[src/sv/p2rb_pkg.sv]
// ----------------------------------------------------------------------------
// p2rb_pkg
// Shared types, format codes and a packing helper for the RGB565 blend core.
// ----------------------------------------------------------------------------
package p2rb_pkg;

	typedef enum logic [2:0] {
		FMT_RGB565         = 3'd0,
		FMT_RGB565_SWAPPED = 3'd1,
		FMT_RGB888         = 3'd2,
		FMT_ARGB8888       = 3'd3
	} fmt_t;

	localparam logic [7:0] MASK_R5     = 8'hF8;
	localparam logic [7:0] MASK_G6     = 8'hFC;
	localparam logic [7:0] ALPHA_OPAQUE = 8'hFF;

	typedef struct packed {
		logic s1;
		logic s2;
	} stage_en_t;

	function automatic logic [15:0] pack565(input logic [7:0] r, input logic [7:0] g,
			input logic [7:0] b);
		logic [7:0] rm;
		logic [7:0] gm;
		rm = r & MASK_R5;
		gm = g & MASK_G6;
		return {rm[7:3], gm[7:2], b[7:3]};
	endfunction

endpackage

[src/sv/p2rb_in_if.sv]
// ----------------------------------------------------------------------------
// p2rb_in_if
// Source pixel channel: valid/ready handshake with pixel bytes and format.
// ----------------------------------------------------------------------------
interface p2rb_in_if;
	logic        valid;
	logic        ready;
	logic [31:0] pixel_bytes;
	logic [2:0]  source_format;

	modport source (output valid, output pixel_bytes, output source_format, input ready);
	modport sink   (input valid, input pixel_bytes, input source_format, output ready);
endinterface

[src/sv/p2rb_out_if.sv]
// ----------------------------------------------------------------------------
// p2rb_out_if
// Converted pixel channel: valid/ready handshake with one RGB565 word.
// ----------------------------------------------------------------------------
interface p2rb_out_if;
	logic        valid;
	logic        ready;
	logic [15:0] rgb565_pixel;

	modport source (output valid, output rgb565_pixel, input ready);
	modport sink   (input valid, input rgb565_pixel, output ready);
endinterface

[src/sv/p2rb_blend_lane.sv]
// ----------------------------------------------------------------------------
// p2rb_blend_lane
// One color channel blend: products in stage 1, sum in stage 2, and an
// exact divide by 255 on the registered sum.
// ----------------------------------------------------------------------------
module p2rb_blend_lane (
	input  logic                 clk,
	input  p2rb_pkg::stage_en_t  en,
	input  logic [7:0]           fg,
	input  logic [7:0]           bg,
	input  logic [7:0]           alpha,
	output logic [7:0]           quo
);

	logic [15:0] prod_fg_s1;
	logic [15:0] prod_bg_s1;
	logic [15:0] sum_s2;
	logic [7:0]  inv_alpha;
	logic [16:0] div_tmp;

	assign inv_alpha = p2rb_pkg::ALPHA_OPAQUE - alpha;

	always_ff @(posedge clk) begin
		if (en.s1) begin
			prod_fg_s1 <= {8'd0, fg} * {8'd0, alpha};
			prod_bg_s1 <= {8'd0, bg} * {8'd0, inv_alpha};
		end
		if (en.s2) begin
			sum_s2 <= prod_fg_s1 + prod_bg_s1;
		end
	end

	// x / 255 == (x + (x >> 8) + 1) >> 8 for x up to 255 * 255
	assign div_tmp = {1'b0, sum_s2} + {9'd0, sum_s2[15:8]} + 17'd1;
	assign quo     = div_tmp[15:8];

endmodule

[src/sv/pixel_to_rgb565_blend_core.sv]
// ----------------------------------------------------------------------------
// pixel_to_rgb565_blend_core
// Converts RGB565, swapped RGB565, RGB888 and ARGB8888 pixels to RGB565,
// blending translucent ARGB pixels over the background color; unknown format
// codes yield the background color. Pipeline: three register stages s1 to s3.
// Throughput: one item per cycle unless the output stalls; each stage holds independently on a stall.
// Reset: arst_n clears stage valid bits and the background color bg_q to 0.
// ----------------------------------------------------------------------------
module pixel_to_rgb565_blend_core (
	input  logic        clk,
	input  logic        arst_n,
	input  logic        cfg_wr_en,
	input  logic [15:0] cfg_wr_data,
	p2rb_in_if.sink     in_px,
	p2rb_out_if.source  out_px
);

	logic [15:0] bg_q;
	logic        v1_s1, v2_s2, v3_s3;
	logic        en1, en2, en3;
	logic        blend_s1, blend_s2;
	logic [15:0] direct_s1, direct_s2;
	logic [15:0] pixel_s3;
	logic        blend_in;
	logic [15:0] direct_in;
	logic [7:0]  b0, b1, b2, b3;
	logic [7:0]  q_r, q_g, q_b;
	p2rb_pkg::stage_en_t lane_en;

	assign en3 = !v3_s3 || out_px.ready;
	assign en2 = !v2_s2 || en3;
	assign en1 = !v1_s1 || en2;
	assign in_px.ready = en1;
	assign lane_en.s1 = en1;
	assign lane_en.s2 = en2;

	assign b0 = in_px.pixel_bytes[7:0];
	assign b1 = in_px.pixel_bytes[15:8];
	assign b2 = in_px.pixel_bytes[23:16];
	assign b3 = in_px.pixel_bytes[31:24];

	always_comb begin
		blend_in = 1'b0;
		case (p2rb_pkg::fmt_t'(in_px.source_format))
			p2rb_pkg::FMT_RGB565:         direct_in = {b1, b0};
			p2rb_pkg::FMT_RGB565_SWAPPED: direct_in = {b0, b1};
			p2rb_pkg::FMT_RGB888:         direct_in = p2rb_pkg::pack565(b2, b1, b0);
			p2rb_pkg::FMT_ARGB8888: begin
				direct_in = p2rb_pkg::pack565(b2, b1, b0);
				blend_in  = (b3 != p2rb_pkg::ALPHA_OPAQUE);
			end
			default:                      direct_in = bg_q;
		endcase
	end

	always_ff @(posedge clk or negedge arst_n) begin
		if (!arst_n) begin
			bg_q <= 16'd0;
		end else if (cfg_wr_en) begin
			bg_q <= cfg_wr_data;
		end
	end

	always_ff @(posedge clk or negedge arst_n) begin
		if (!arst_n) begin
			v1_s1 <= 1'b0;
			v2_s2 <= 1'b0;
			v3_s3 <= 1'b0;
		end else begin
			if (en1) v1_s1 <= in_px.valid;
			if (en2) v2_s2 <= v1_s1;
			if (en3) v3_s3 <= v2_s2;
		end
	end

	always_ff @(posedge clk) begin
		if (en1) begin
			blend_s1  <= blend_in;
			direct_s1 <= direct_in;
		end
		if (en2) begin
			blend_s2  <= blend_s1;
			direct_s2 <= direct_s1;
		end
		if (en3) begin
			pixel_s3 <= blend_s2 ? p2rb_pkg::pack565(q_r, q_g, q_b) : direct_s2;
		end
	end

	// background channels widened to 8 bits
	p2rb_blend_lane u_lane_r (
		.clk(clk), .en(lane_en), .fg(b2), .bg({bg_q[15:11], 3'b000}), .alpha(b3), .quo(q_r)
	);
	p2rb_blend_lane u_lane_g (
		.clk(clk), .en(lane_en), .fg(b1), .bg({bg_q[10:5], 2'b00}), .alpha(b3), .quo(q_g)
	);
	p2rb_blend_lane u_lane_b (
		.clk(clk), .en(lane_en), .fg(b0), .bg({bg_q[4:0], 3'b000}), .alpha(b3), .quo(q_b)
	);

	assign out_px.valid        = v3_s3;
	assign out_px.rgb565_pixel = pixel_s3;

	a_full_stall: assert property (@(posedge clk) disable iff (!arst_n)
		(v1_s1 && v2_s2 && v3_s3 && !out_px.ready) |-> !in_px.ready)
		else $error("full stalled pipeline still takes an item");

	a_accept_s1: assert property (@(posedge clk) disable iff (!arst_n)
		(in_px.valid && in_px.ready) |=> v1_s1)
		else $error("accepted item missing from stage 1");

	a_drain: assert property (@(posedge clk) disable iff (!arst_n)
		(v3_s3 && out_px.ready && !v2_s2) |=> !v3_s3)
		else $error("delivered item repeated at output");

endmodule

[src/flat_wrapper.sv]
// flat-port wrapper written by rule: the top's interface ports become plain ports
module pixel_to_rgb565_blend_core_flat 
  (clk, arst_n, cfg_wr_en, cfg_wr_data, in_px_valid, in_px_pixel_bytes, in_px_source_format, in_px_ready, out_px_valid, out_px_rgb565_pixel, out_px_ready);
  p2rb_in_if in_px_i ();
  p2rb_out_if out_px_i ();
  input  logic clk;
  input  logic arst_n;
  input  logic cfg_wr_en;
  input  logic [15:0] cfg_wr_data;
  input wire logic [$bits(in_px_i.valid)-1:0] in_px_valid;
  input wire logic [$bits(in_px_i.pixel_bytes)-1:0] in_px_pixel_bytes;
  input wire logic [$bits(in_px_i.source_format)-1:0] in_px_source_format;
  output wire logic [$bits(in_px_i.ready)-1:0] in_px_ready;
  output wire logic [$bits(out_px_i.valid)-1:0] out_px_valid;
  output wire logic [$bits(out_px_i.rgb565_pixel)-1:0] out_px_rgb565_pixel;
  input wire logic [$bits(out_px_i.ready)-1:0] out_px_ready;
  assign in_px_i.valid = in_px_valid;
  assign in_px_i.pixel_bytes = in_px_pixel_bytes;
  assign in_px_i.source_format = in_px_source_format;
  assign in_px_ready = in_px_i.ready;
  assign out_px_valid = out_px_i.valid;
  assign out_px_rgb565_pixel = out_px_i.rgb565_pixel;
  assign out_px_i.ready = out_px_ready;
  pixel_to_rgb565_blend_core u_core (.clk(clk), .arst_n(arst_n), .cfg_wr_en(cfg_wr_en), .cfg_wr_data(cfg_wr_data), .in_px(in_px_i), .out_px(out_px_i));
endmodule
[config.mk]
export PLATFORM = sky130hd
export DESIGN_NAME = pixel_to_rgb565_blend_core_flat
export DESIGN_NICKNAME = d
export VERILOG_FILES = /design/src/sv/p2rb_pkg.sv /design/src/sv/p2rb_in_if.sv /design/src/sv/p2rb_out_if.sv /design/src/sv/p2rb_blend_lane.sv /design/src/sv/pixel_to_rgb565_blend_core.sv /design/src/flat_wrapper.sv
export SDC_FILE = /design/constraint.sdc
export NUM_CORES = 1
export LEC_CHECK = 0
export BUFFER_PORTS_ARGS = -buffer_cell sky130_fd_sc_hd__buf_4
export CORE_MARGIN = 2
export CORE_UTILIZATION = 50
export CTS_CLUSTER_DIAMETER = 80
export DETAILED_ROUTE_END_ITERATION = 10
export GPL_ROUTABILITY_DRIVEN = 0
export PLACE_DENSITY_LB_ADDON = 0.08
export SETUP_SLACK_MARGIN = 0.2
export SYNTH_ARGS = -nofsm -noshare
export SYNTH_HDL_FRONTEND = slang
export SYNTH_SLANG_ARGS = --single-unit
[constraint.sdc]
create_clock -name clk -period 6.7 [get_ports clk]
set_input_delay 0.335 -clock clk [delete_from_list [all_inputs] [get_ports clk]]
set_output_delay 0.335 -clock clk [all_outputs]
set_load 0.05 [all_outputs]
==> implementation parameters, run 1 <==
Parameter                              Value

CTS
  Clock network latency to the later pin of the worst-skew pair ... 520 ps
  Post-CTS setup buffers ... 0
  Worst-path clk slew ... 60 ps
  H-tree depth ... 1
  Cts-stage hold buffer count ... 2
  Inserted Clock Buffers ... 23
  Number of clock sinks seen by CTS ... 205
  Cell chosen for the clock root ... sky130_fd_sc_hd__clkbuf_16
  Count of instances resized after the clock tree is built ... 0
  TritonCTS clock tree ... yes
  Clock Tree Buf Depth ... 3

Layout
  Cell Count, Final, Fillers Out ... 2429
  Area of the multi-input gates ... between 10000 and 15000 um2
  Register Area ... just over 6000 um2
  Final net count ... 2356
  # fillers ... 3365
  Area added between synthesis and finish ... 8.79%
  Fraction of final layout cells with drive strength greater than 1 ... 8.27%

Timing
  Total setup violations reported at the end of the flow ... 0
  Ratio of final minimum period to clock period ... 62.2%
  Maximum operating frequency ... 0.240 GHz
  Setup TNS Final ... 0 ps
  Minimum clock period after layout ... 4160 ps
  Maximum clock skew at final layout ... 11.7 ps
  Fin. max-slew vios ... 0
  Worst-Margin Slew ... 1070 ps
  Setup repair after global routing missed its margin ... no
  Final hold vios ... 0
  Max-slew headroom ... 28.9%

Pwr
  Post-layout power ... a little under 8000 uW
  Power per standard cell area ... approximately 370 nW/um2
  Maximum vdd drop ... roughly 180 uV
  Leak Pwr ... 0.00971 uW

Synthesis
  Synth Register Bits ... 205
  Dominant cells by area after synthesis ... sky130_fd_sc_hd__edfxtp_1 29%, sky130_fd_sc_hd__fa_1 18%, sky130_fd_sc_hd__ha_1 15%, sky130_fd_sc_hd__and2_1 5.1%, sky130_fd_sc_hd__inv_1 4.8%
  Primary FF master, synth ... sky130_fd_sc_hd__edfxtp_1
  Proportion of synthesized flip-flops having asynchronous set or reset ... 9.27%
  Syn Std Cell Area ... 19600 um2
  Syn Inst Count ... about 1900
  Post-synth top area share ... between 20% and 30%
  Synthesis Warnings ... 0
  Ranking of synthesized cells by instance count ... 250 x sky130_fd_sc_hd__inv_1, 230 x sky130_fd_sc_hd__ha_1, 186 x sky130_fd_sc_hd__edfxtp_1, 172 x sky130_fd_sc_hd__fa_1, 161 x sky130_fd_sc_hd__and2_1
  Syn Area/Cell ... 10.6 um2
  Number of synthesized flops with an enable pin ... around 190
  Unique cell type count in the Yosys netlist ... 58
  Cell with the most instances after synthesis ... sky130_fd_sc_hd__inv_1
  Library cell with the largest summed area after synthesis ... sky130_fd_sc_hd__edfxtp_1
  Share of synthesized area occupied by flip-flops and latches ... 30.9%
  Post-synthesis net count ... 2311

Floorplan
  Floorplan die area ... 40800 um2
  Starting utilization of the core area ... 50.7%
  Row cnt ... 72
  Horiz. Die Dim ... around 200 um
  Core region area ... 38600 um2
  Top-Level Pins ... 74
  Die height ... 202 um

Place
  Instance count after placement with tap cells included ... roughly 2400
  Port buffer count ... 73
  Final HPWL DP ... about 32 mm

Global route
  Largest net degree at the start of global routing ... 67
  Vias in the first global route ... 13700
  Met2 track utilization from global routing ... a little under two fifths
  Busiest layer in global routing ... met2
  Routing usage on met3 ... 2.58%
  First-pass GRT wire length ... a little over 70 mm
  Total routing resource utilization after global routing ... 21.6%
  Met1 track demand over resource ... 28.8%
  Initial antenna violation count ... 0
  Overflow left after global routing ... 0

Worst hold path
  Hold Crit Depth ... 2
  Destination of the worst hold path ... u_core.bg_q[9]$_DFFE_PN0P_
  Min-Delay Path Class ... primary input to flop
  Min-Delay Startpoint ... cfg_wr_data[9]

Route
  # DRC ... 0
  Vias ... 13000
  Iteration-0 DRC count of the detailed router ... 614
  Number of iterations in the first detailed-routing pass ... 5
  Total wire length ... between 40 and 50 mm
  Post-route antenna net violation count ... 0
  Wire length per cell after detailed routing ... 17.3 um
  Vias per Instance ... 5.34

Setup path
  Buffer and inverter count on the worst path ... 3
  Crit path DAT ... approximately 4500 ps
  Critical path data required time ... between 7000 and 8000 ps
  Startpoint Class ... flop
  Largest incremental delay on the critical path ... between 600 and 700 ps
  Critical path start-end classification ... flop to flop
  Endpoint of the lowest-slack register-to-register path ... u_core.u_lane_g.prod_bg_s1[15]$_DFFE_PP_
  Worst-case register-to-register setup slack ... approximately 2500 ps
  Number of cell instances on the worst register-to-register path ... 14
  Worst setup EP type ... flop
  Cell family with the largest share of critical-path delay ... adder cells
  Highest fanout seen on the critical path ... 10
  Worst flop-to-flop path startpoint ... u_core.bg_q[9]$_DFFE_PN0P_
  Cell with the largest stage delay on the worst path ... sky130_fd_sc_hd__dfrtp_1
  Cell-by-cell listing of the critical path ... nand2b_1 -> fa_1 -> inv_1 -> fa_1 -> inv_1 -> fa_1 -> inv_1 -> ha_1 -> a21o_1 -> a21oi_1 -> o21ai_0 -> o21ai_1 -> or4b_1 -> o311ai_0

Job
  Max cap viols ... 0

Run status
  Outcome ... finished, final reports clean
-- flip-flops by register name, indices dropped and copies added (netlist names), 13 cells and up --
name	cells
u_core.u_lane_r.sum_s2	16
u_core.out_px.rgb565_pixel	16
u_core.u_lane_g.prod_fg_s1	16
u_core.u_lane_g.sum_s2	16
u_core.u_lane_b.prod_bg_s1	13
u_core.direct_s2	16
u_core.u_lane_g.prod_bg_s1	14
u_core.u_lane_b.prod_fg_s1	16
u_core.bg_q	16
u_core.u_lane_r.prod_bg_s1	13
u_core.u_lane_r.prod_fg_s1	16
u_core.direct_s1	16
u_core.u_lane_b.sum_s2	16
-- logic make-up (layout without fill, tap and decap cells) --
group           after synthesis  in the layout  synth area share (%)
compound gates              269            269                  9.61
xor+xnor                     95             95                  4.25
fa+ha+maj                   402            402                  32.3
buf+inv                     309            366                  5.93
flops                       205            205                  30.9
mux                          33             33                  1.79
other cells                   0              1                     0
simple gates                540            540                  15.2
-- placed cells by master (no fill, tap or decap), types with 71 or more instances in the layout --
| cell | Yosys | layout |
|---|---|---|
| sky130_fd_sc_hd__buf_4 | 0 | 77 |
| sky130_fd_sc_hd__nand2_1 | 72 | 72 |
| sky130_fd_sc_hd__ha_1 | 230 | 230 |
| sky130_fd_sc_hd__inv_1 | 250 | 250 |
| sky130_fd_sc_hd__fa_1 | 172 | 172 |
| sky130_fd_sc_hd__a21oi_1 | 71 | 71 |
| sky130_fd_sc_hd__and2_1 | 161 | 161 |
| sky130_fd_sc_hd__nor2_1 | 92 | 92 |
| sky130_fd_sc_hd__edfxtp_1 | 186 | 186 |
| sky130_fd_sc_hd__nor2b_1 | 91 | 91 |
-- worst max-delay path by stage --
stage	depth (start not counted)	from	to
2_1_floorplan	1	u_core.out_px.valid$_DFFE_PN0P_	u_core.blend_s1$_SDFFCE_PP0P_
3_3_place_gp	14	in_px_pixel_bytes[26]	u_core.u_lane_b.prod_fg_s1[14]$_DFFE_PP_
3_5_place_dp	14	in_px_pixel_bytes[26]	u_core.u_lane_b.prod_fg_s1[14]$_DFFE_PP_
4_1_cts	12	u_core.bg_q[13]$_DFFE_PN0P_	u_core.u_lane_r.prod_bg_s1[14]$_DFFE_PP_
5_1_grt	14	u_core.bg_q[9]$_DFFE_PN0P_	u_core.u_lane_g.prod_bg_s1[15]$_DFFE_PP_
6_report	14	u_core.bg_q[9]$_DFFE_PN0P_	u_core.u_lane_g.prod_bg_s1[15]$_DFFE_PP_
-- stage by stage --
| step | worst slack, ps | instance area (um2) | util (%) | hold slack [ps] |
|---|---|---|---|---|
| after floorplan | 959 | 19600 | - | 39.4 |
| after global placement | 2120 | 20600 | 53.3 | 270 |
| after detailed placement | 2070 | 20600 | 53.3 | 271 |
| after CTS | 2540 | 21300 | 55.1 | 33.0 |
| after global routing | 2210 | 21300 | 55.1 | 38.9 |
| final | 2540 | 21300 | 55.2 | 48.8 |
-- area by class of cell --
cell class	instances	share of cell area [%]
multi-input combinational	1339	58.0
tap	518	3.04
clock inverter	9	0.241
sequential	205	28.4
inverter	250	4.40
timing repair buffer	79	2.81
clock buffer	28	3.03
antenna	1	0.0117
-- per-layer routing --
layer | part of all wire, % | up-vias
met5 | 0 | -
met4 | 3.2 | 0
met3 | 3.3 | 52
met2 | 48 | 205
met1 | 45 | 6446
li1 | - | 6259
-- where the power goes --
group,switching [uW],total [uW],internal [uW]
combinational,2370,4250,1880
sequential,267,2390,2120
clock,500,1180,679
total,3130,7820,4690
Power figures use the tool's default switching activity.
==> run 2, diff against run 1 <==
--- a/config.mk
+++ b/config.mk
@@ -5,6 +5,7 @@
 export SDC_FILE = /design/constraint.sdc
 export NUM_CORES = 1
 export LEC_CHECK = 0
+export ABC_AREA = 1
 export BUFFER_PORTS_ARGS = -buffer_cell sky130_fd_sc_hd__buf_4
 export CORE_MARGIN = 2
 export CORE_UTILIZATION = 50
==> constraint.sdc (replaced) <==
create_clock -name clk -period 3.6 [get_ports clk]
set_input_delay 0.18 -clock clk [delete_from_list [all_inputs] [get_ports clk]]
set_output_delay 0.18 -clock clk [all_outputs]
set_load 0.05 [all_outputs]
==> run 2 against run 1 <==
Against the previous run:
- first-iteration DRC count up 100%
- critical path depth is 1 lower
- non-clock buffer count rose by 206
- hold slack improved by 6.0 ps
- combinational power rose by 150%
- area after synthesis increased by 6.9%
- critical endpoint is now u_core.u_lane_r.prod_bg_s1[13]$_DFFE_PP_
==> implementation parameters, run 2 <==
Parameter                              Value

Synthesis
  Ranking of synthesized cells by instance count ... 675 x sky130_fd_sc_hd__nand2_1, 604 x sky130_fd_sc_hd__inv_1, 230 x sky130_fd_sc_hd__ha_1, 186 x sky130_fd_sc_hd__edfxtp_1, 172 x sky130_fd_sc_hd__fa_1
  Number of synthesized flops with an enable pin ... 186
  Library cell with the largest summed area after synthesis ... sky130_fd_sc_hd__edfxtp_1
  Synthesis Warnings ... 0
  Proportion of synthesized flip-flops having asynchronous set or reset ... a little under a tenth
  Post-synthesis net count ... a little over 3000
  Syn Std Cell Area ... 20900 um2
  Cell with the most instances after synthesis ... sky130_fd_sc_hd__nand2_1
  Primary FF master, synth ... sky130_fd_sc_hd__edfxtp_1
  Syn Area/Cell ... slightly above 8 um2
  Post-synth top area share ... 26.7%
  Dominant cells by area after synthesis ... sky130_fd_sc_hd__edfxtp_1 27%, sky130_fd_sc_hd__fa_1 16%, sky130_fd_sc_hd__ha_1 14%, sky130_fd_sc_hd__nand2_1 12%, sky130_fd_sc_hd__inv_1 11%
  Synth Register Bits ... 205
  Share of synthesized area occupied by flip-flops and latches ... 28.9%
  Unique cell type count in the Yosys netlist ... 40
  Syn Inst Count ... 2569

Pwr
  Net switching fraction of the power ... ~44%
  Leak Pwr ... 0.0137 uW
  Cell-internal power ... 9840 uW
  Power per standard cell area ... 698 nW/um2
  Maximum vdd drop ... around 360 uV
  Share of power burned in combinational logic ... roughly 60%
  Net Sw Power ... 7610 uW
  Power share of the clock group ... between 10% and 20%
  Share of total power in sequential cells ... 25.3%

Route
  Vias per Instance ... 5.10
  Routed met3 length ... between 3 and 4 mm
  Vias ... 17200
  Wire length per cell after detailed routing ... 15.9 um
  Number of iterations in the first detailed-routing pass ... 6
  Post-route antenna net violation count ... 0
  Uppermost signal routing layer after detailed routing ... met4
  # DRC ... 0
  Met1 wire length ... between 20 and 25 mm
  Total wire length ... 53.5 mm
  Iteration-0 DRC count of the detailed router ... 1238
  Wire length on met2 ... 25.4 mm

Global route
  Overflow left after global routing ... 0
  Total routing resource utilization after global routing ... 25.0%
  Largest net degree at the start of global routing ... 67
  Vias in the first global route ... 17100
  First-pass GRT wire length ... roughly 87 mm
  Initial antenna violation count ... 2

Timing
  Fin. max-slew vios ... 0
  Worst-Margin Slew ... 839 ps
  Final hold vios ... 0
  Minimum clock period after layout ... around 3400 ps
  Final worst setup slack ... about 230 ps
  Hold Slack ... approximately 55 ps
  Total setup violations reported at the end of the flow ... 0
  Setup repair after global routing missed its margin ... yes
  Maximum clock skew at final layout ... 16.2 ps
  Ratio of final minimum period to clock period ... 93.5%
  Max-slew headroom ... 44.1%
  Maximum operating frequency ... 0.297 GHz

Layout
  Area of the multi-input gates ... 12900 um2
  # fillers ... 3596
  Final net count ... 3274
  Register Area ... 6060 um2
  Cell Count, Final, Fillers Out ... 3367
  Fraction of final layout cells with drive strength greater than 1 ... between 15 and 20%
  Most common cell after layout, fill and taps aside ... sky130_fd_sc_hd__nand2_1
  Area added between synthesis and finish ... 19.4%
  Commonest non-fill, non-tap cells in the layout ... 648 x sky130_fd_sc_hd__nand2_1, 581 x sky130_fd_sc_hd__inv_1, 256 x sky130_fd_sc_hd__buf_4

CTS
  Cell chosen for the clock root ... sky130_fd_sc_hd__clkbuf_16
  TritonCTS clock tree ... yes
  Worst-path clk slew ... roughly 60 ps
  Number of clock sinks seen by CTS ... 205
  H-tree depth ... 1
  Inserted Clock Buffers ... 26
  Clock Tree Buf Depth ... 3
  Clock network latency to the later pin of the worst-skew pair ... ~550 ps

Place
  Final HPWL DP ... approximately 43 mm
  Port buffer count ... 73
  Worst setup slack before clock tree synthesis ... -273 ps
  Instance count after placement with tap cells included ... 3285

Job
  Max cap viols ... 0

Setup path
  Cell family with the largest share of critical-path delay ... adder cells
  Cell with the largest stage delay on the worst path ... sky130_fd_sc_hd__fa_1
  Critical path data required time ... 3900 ps
  Highest fanout seen on the critical path ... 5
  Most frequent cell on the critical path ... sky130_fd_sc_hd__fa_1
  Crit path DAT ... 3670 ps
  Number of cell instances on the worst register-to-register path ... 13
  Cell-by-cell listing of the critical path ... buf_4 -> nand2_1 -> fa_1 -> fa_1 -> fa_1 -> inv_1 -> ha_4 -> nand3_1 -> nand3_2 -> a21oi_2 -> o21bai_1 -> xor2_1 -> buf_4
  Worst setup EP type ... flop
  Worst flop-to-flop path startpoint ... u_core.bg_q[14]$_DFFE_PN0P_
  Critical path depth in cells ... 13
  Buffer and inverter count on the worst path ... 3
  Startpoint Class ... flop
  Critical path start-end classification ... flop to flop
  Launch point of the worst path ... u_core.bg_q[14]$_DFFE_PN0P_
  Largest incremental delay on the critical path ... 550 ps

Floorplan
  Core region area ... 41100 um2
  Row cnt ... 74
  Starting utilization of the core area ... between 50% and 60%
  Floorplan die area ... 43500 um2
  Horiz. Die Dim ... 209 um
  Top-Level Pins ... 74
  Die height ... 209 um

Run status
  Outcome ... finished, final reports clean

Worst hold path
  Min-Delay Path Class ... primary input to flop
  Hold Crit Depth ... 3
  Min-Delay Startpoint ... cfg_wr_en
[run 2: final cells by class]
cell class | count | share of cell area (%)
clock buffer | 29 | 2.65
multi-input combinational | 1690 | 51.8
timing repair buffer | 285 | 9.00
inverter | 608 | 9.13
sequential | 205 | 24.2
antenna | 3 | 0.0300
clock inverter | 15 | 0.535
tap | 532 | 2.66
[run 2: worst paths after layout]
check	to	slack, ps
max	u_core.u_lane_r.prod_bg_s1[13]$_DFFE_PP_	230
min	u_core.bg_q[5]$_DFFE_PN0P_	50
max reg2reg	u_core.u_lane_r.prod_bg_s1[13]$_DFFE_PP_	230
min reg2reg	u_core.u_lane_r.sum_s2[1]$_DFFE_PP_	420
max in group asynchronous	u_core.bg_q[8]$_DFFE_PN0P_	3270
min in group asynchronous	u_core.v1_s1$_DFFE_PN0P_	70
[run 2: cells by family (layout without fill, tap and decap cells)]
family / after synthesis / in the layout / share of synthesized area (%)
and+or+nand+nor: 1009 / 1009 / 19.6
xor gates and xnor gates: 81 / 81 / 3.39
buffers and inverters: 674 / 937 / 12.2
DFF: 205 / 205 / 28.9
AOI/OAI and AO/OA: 198 / 198 / 5.71
other: 0 / 3 / 0
adders and majority gates: 402 / 402 / 30.2
[run 2: routing by layer]
layer / vias up / global-route usage [%]
met5: - / 0
met3: 93 / 4.21
met2: 452 / 41.4
li1: 8455 / -
met1: 8155 / 33.5
met4: 0 / 8.15
[run 2: worst min-delay path, cell delays in order]
cell and delay [ps]:
sky130_fd_sc_hd__buf_4 220, sky130_fd_sc_hd__nand2_1 90, sky130_fd_sc_hd__o21ai_0 70
[run 2: per-stage QoR]
stage / utilization (%) / setup TNS (ps) / area, um2 / total power, uW
after floorplan: - / -57.8 / 21400 / 11400
after global placement: 57.1 / -4330 / 23500 / 14400
after detailed placement: 57.1 / -6230 / 23500 / 14600
after CTS: 59.8 / 0 / 24600 / 17200
after global routing: 60.8 / 0 / 25000 / 19100
final: 60.8 / 0 / 25000 / 17500
[run 2: power groups by stage]
| stage | clock [uW] | combinational, uW | sequential, uW |
|---|---|---|---|
| 2_1_floorplan | 0 | 7030 | 4380 |
| 3_3_place_gp | 0 | 9950 | 4450 |
| 3_5_place_dp | 0 | 10100 | 4450 |
| 4_1_cts | 2520 | 10300 | 4420 |
| 5_1_grt | 2620 | 12000 | 4490 |
| 6_report | 2470 | 10600 | 4410 |
[run 2: timing repair]
item / in CTS / in global routing
buffers inserted: 7 / 10
pin swaps: 3 / 22
hold buffers: 18 / 0
endpoints found under the hold margin: 36 / 0
setup endpoints to repair: 15 / 28
gates resized for setup: 21 / 84
==> run 3, diff against run 2 <==
--- a/config.mk
+++ b/config.mk
@@ -8,7 +8,7 @@
 export ABC_AREA = 1
 export BUFFER_PORTS_ARGS = -buffer_cell sky130_fd_sc_hd__buf_4
 export CORE_MARGIN = 2
-export CORE_UTILIZATION = 50
+export CORE_UTILIZATION = 58
 export CTS_CLUSTER_DIAMETER = 80
 export DETAILED_ROUTE_END_ITERATION = 10
 export GPL_ROUTABILITY_DRIVEN = 0
==> run 3 against run 2 <==
Against the previous run:
- first-iteration DRC count fell by 7.5%
- clock-buffer cell count is 1 lower
- hold slack gained 13 ps
- cell area fell by 1.3%
- final cell count is 2.7% lower
- fmax up 1.0%
- non-clock buffer count decreased by 16
- worst setup slack improved by 35 ps
- global-route usage is 3.3 points higher
- sequential share of layout area rose by 0.33 points
- largest power group unchanged
==> implementation parameters, run 3 (synthesized netlist as in run 2, its figures left out) <==
Parameter                              Value

Layout
  Final net count ... 3255
  Fraction of final layout cells with drive strength greater than 1 ... 15.5%
  Area added between synthesis and finish ... 17.9%
  Commonest non-fill, non-tap cells in the layout ... 651 x sky130_fd_sc_hd__nand2_1, 583 x sky130_fd_sc_hd__inv_1, 240 x sky130_fd_sc_hd__buf_4
  Diodes inserted ... 0
  Most common cell after layout, fill and taps aside ... sky130_fd_sc_hd__nand2_1

Route
  Vias ... roughly 17000
  # DRC ... 0
  Total wire length ... between 50 and 60 mm
  Wire length per cell after detailed routing ... 16.1 um
  Vias per Instance ... 5.27
  Post-route antenna net violation count ... 0
  Iteration-0 DRC count of the detailed router ... roughly 1100
  Number of iterations in the first detailed-routing pass ... 5

CTS
  Worst-path clk slew ... 60 ps
  Clock network latency to the later pin of the worst-skew pair ... 540 ps
  Number of clock sinks seen by CTS ... roughly 210
  H-tree depth ... 1
  Cell chosen for the clock root ... sky130_fd_sc_hd__clkbuf_16
  Inserted Clock Buffers ... 23
  Clock Tree Buf Depth ... 3
  TritonCTS clock tree ... yes

Setup path
  Crit path DAT ... 3610 ps
  Launch point of the worst path ... u_core.bg_q[13]$_DFFE_PN0P_
  Critical path data required time ... 3880 ps
  Startpoint Class ... flop
  Worst flop-to-flop path startpoint ... u_core.bg_q[13]$_DFFE_PN0P_
  Highest fanout seen on the critical path ... 5
  Critical path start-end classification ... flop to flop
  Worst setup EP type ... flop

Place
  Final HPWL DP ... 42.5 mm
  Port buffer count ... 73
  Worst setup slack before clock tree synthesis ... -263 ps

Global route
  First-pass GRT wire length ... 85.7 mm
  Vias in the first global route ... between 15000 and 20000
  Total routing resource utilization after global routing ... 28.2%
  Overflow left after global routing ... 0
  Largest net degree at the start of global routing ... 52
  Initial antenna violation count ... 0

Worst hold path
  Min-Delay Path Class ... primary input to flop
  Min-Delay Startpoint ... cfg_wr_en

Pwr
  Leak Pwr ... 0.0136 uW
  Post-layout power ... 17100 uW
  Power per standard cell area ... 694 nW/um2
  Maximum vdd drop ... 719 uV

Timing
  Final hold vios ... 0
  Maximum operating frequency ... 0.300 GHz
  Total setup violations reported at the end of the flow ... 0
  Ratio of final minimum period to clock period ... approximately 93%
  Max-slew headroom ... 43.8%
  Fin. max-slew vios ... 0
  Final worst setup slack ... roughly 270 ps
  Setup repair after global routing missed its margin ... yes
  Maximum clock skew at final layout ... around 11 ps
  Minimum clock period after layout ... 3330 ps
  Worst-Margin Slew ... 843 ps

Run status
  Outcome ... finished, final reports clean

Floorplan
  Core region area ... about 36000 um2
  Die height ... about 190 um
  Floorplan die area ... 37600 um2
  Row cnt ... 69
  Horiz. Die Dim ... 194 um
  Starting utilization of the core area ... 58.9%
  Top-Level Pins ... 74

Job
  Max cap viols ... 0
## run 3: cell count changes in the layout (fill, tap and decap cells not counted), sizes merged
cell    change
buf        -16
bufinv      -1
clkbuf      -1
clkinv      -6
diode       -3
inv         +6
## run 3: power by group
group / switching [uW] / internal (uW) / total, uW
combinational: 6090 / 4310 / 10400
clock: 1020 / 1310 / 2330
sequential: 487 / 3920 / 4410
total: 7590 / 9550 / 17100
## run 3: what timing repair did
action / 4_1_cts / 5_1_grt
pin swaps: 2 / 20
endpoints found under the setup margin: 12 / 30
gates resized for setup: 24 / 81
gates cloned: 0 / 0
setup buffers: 1 / 12
endpoints found under the hold margin: 36 / 0
hold buffers: 18 / 0
## run 3: final timing paths
check                                                            to  slack (ps)  depth (start not counted)
setup / recovery           u_core.u_lane_r.prod_bg_s1[11]$_DFFE_PP_         270                         13
hold / removal                           u_core.bg_q[6]$_DFFE_PN0P_          70                          3
setup reg to reg           u_core.u_lane_r.prod_bg_s1[11]$_DFFE_PP_         270                         13
hold reg to reg                      u_core.direct_s2[14]$_DFFE_PP_         420                          0
max in group asynchronous               u_core.bg_q[15]$_DFFE_PN0P_        3240                          2
min in group asynchronous           u_core.out_px.valid$_DFFE_PN0P_         100                          2
## run 3: stage by stage
stage	util (%)	instance area (um2)	hold slack [ps]	TNS, ps	cells
after floorplan	-	21400	-116	-57.8	2569
after global placement	65.6	23300	86.3	-3310	3202
after detailed placement	65.6	23300	89.8	-5250	3202
after CTS	68.4	24300	58.8	0	3263
after global routing	69.4	24700	92.2	0	3275
final	69.4	24700	67.7	0	3275
## run 3: cell type report
cell class,instances,area (um2)
Clock inverter,14,119
Multi-Input combinational cell,1690,12900
Sequential cell,205,6070
Fill cell,2851,10900
Timing Repair Buffer,269,2150
Inverter,608,2290
Clock buffer,28,616
Tap cell,461,577
## run 3: per-layer routing
| layer | vias to the layer above | part of all wire (%) | global-route usage, % |
|---|---|---|---|
| met5 | - | 0 | 0 |
| met4 | 0 | 3.2 | 8.84 |
| met1 | 8242 | 42 | 37.1 |
| met3 | 99 | 6.0 | 3.36 |
| met2 | 519 | 49 | 49.1 |
| li1 | 8398 | - | - |
## run 3: critical path: stages, from the launching register on
cell and delay, ps:
sky130_fd_sc_hd__dfrtp_1 400, sky130_fd_sc_hd__inv_2 100, sky130_fd_sc_hd__nor2_1 70, sky130_fd_sc_hd__fa_1 490
sky130_fd_sc_hd__fa_1 490, sky130_fd_sc_hd__inv_1 50, sky130_fd_sc_hd__fa_1 470, sky130_fd_sc_hd__inv_1 40
sky130_fd_sc_hd__ha_1 320, sky130_fd_sc_hd__inv_1 90, sky130_fd_sc_hd__o21ai_2 190, sky130_fd_sc_hd__a21oi_2 70
sky130_fd_sc_hd__buf_4 140, sky130_fd_sc_hd__xor2_2 160
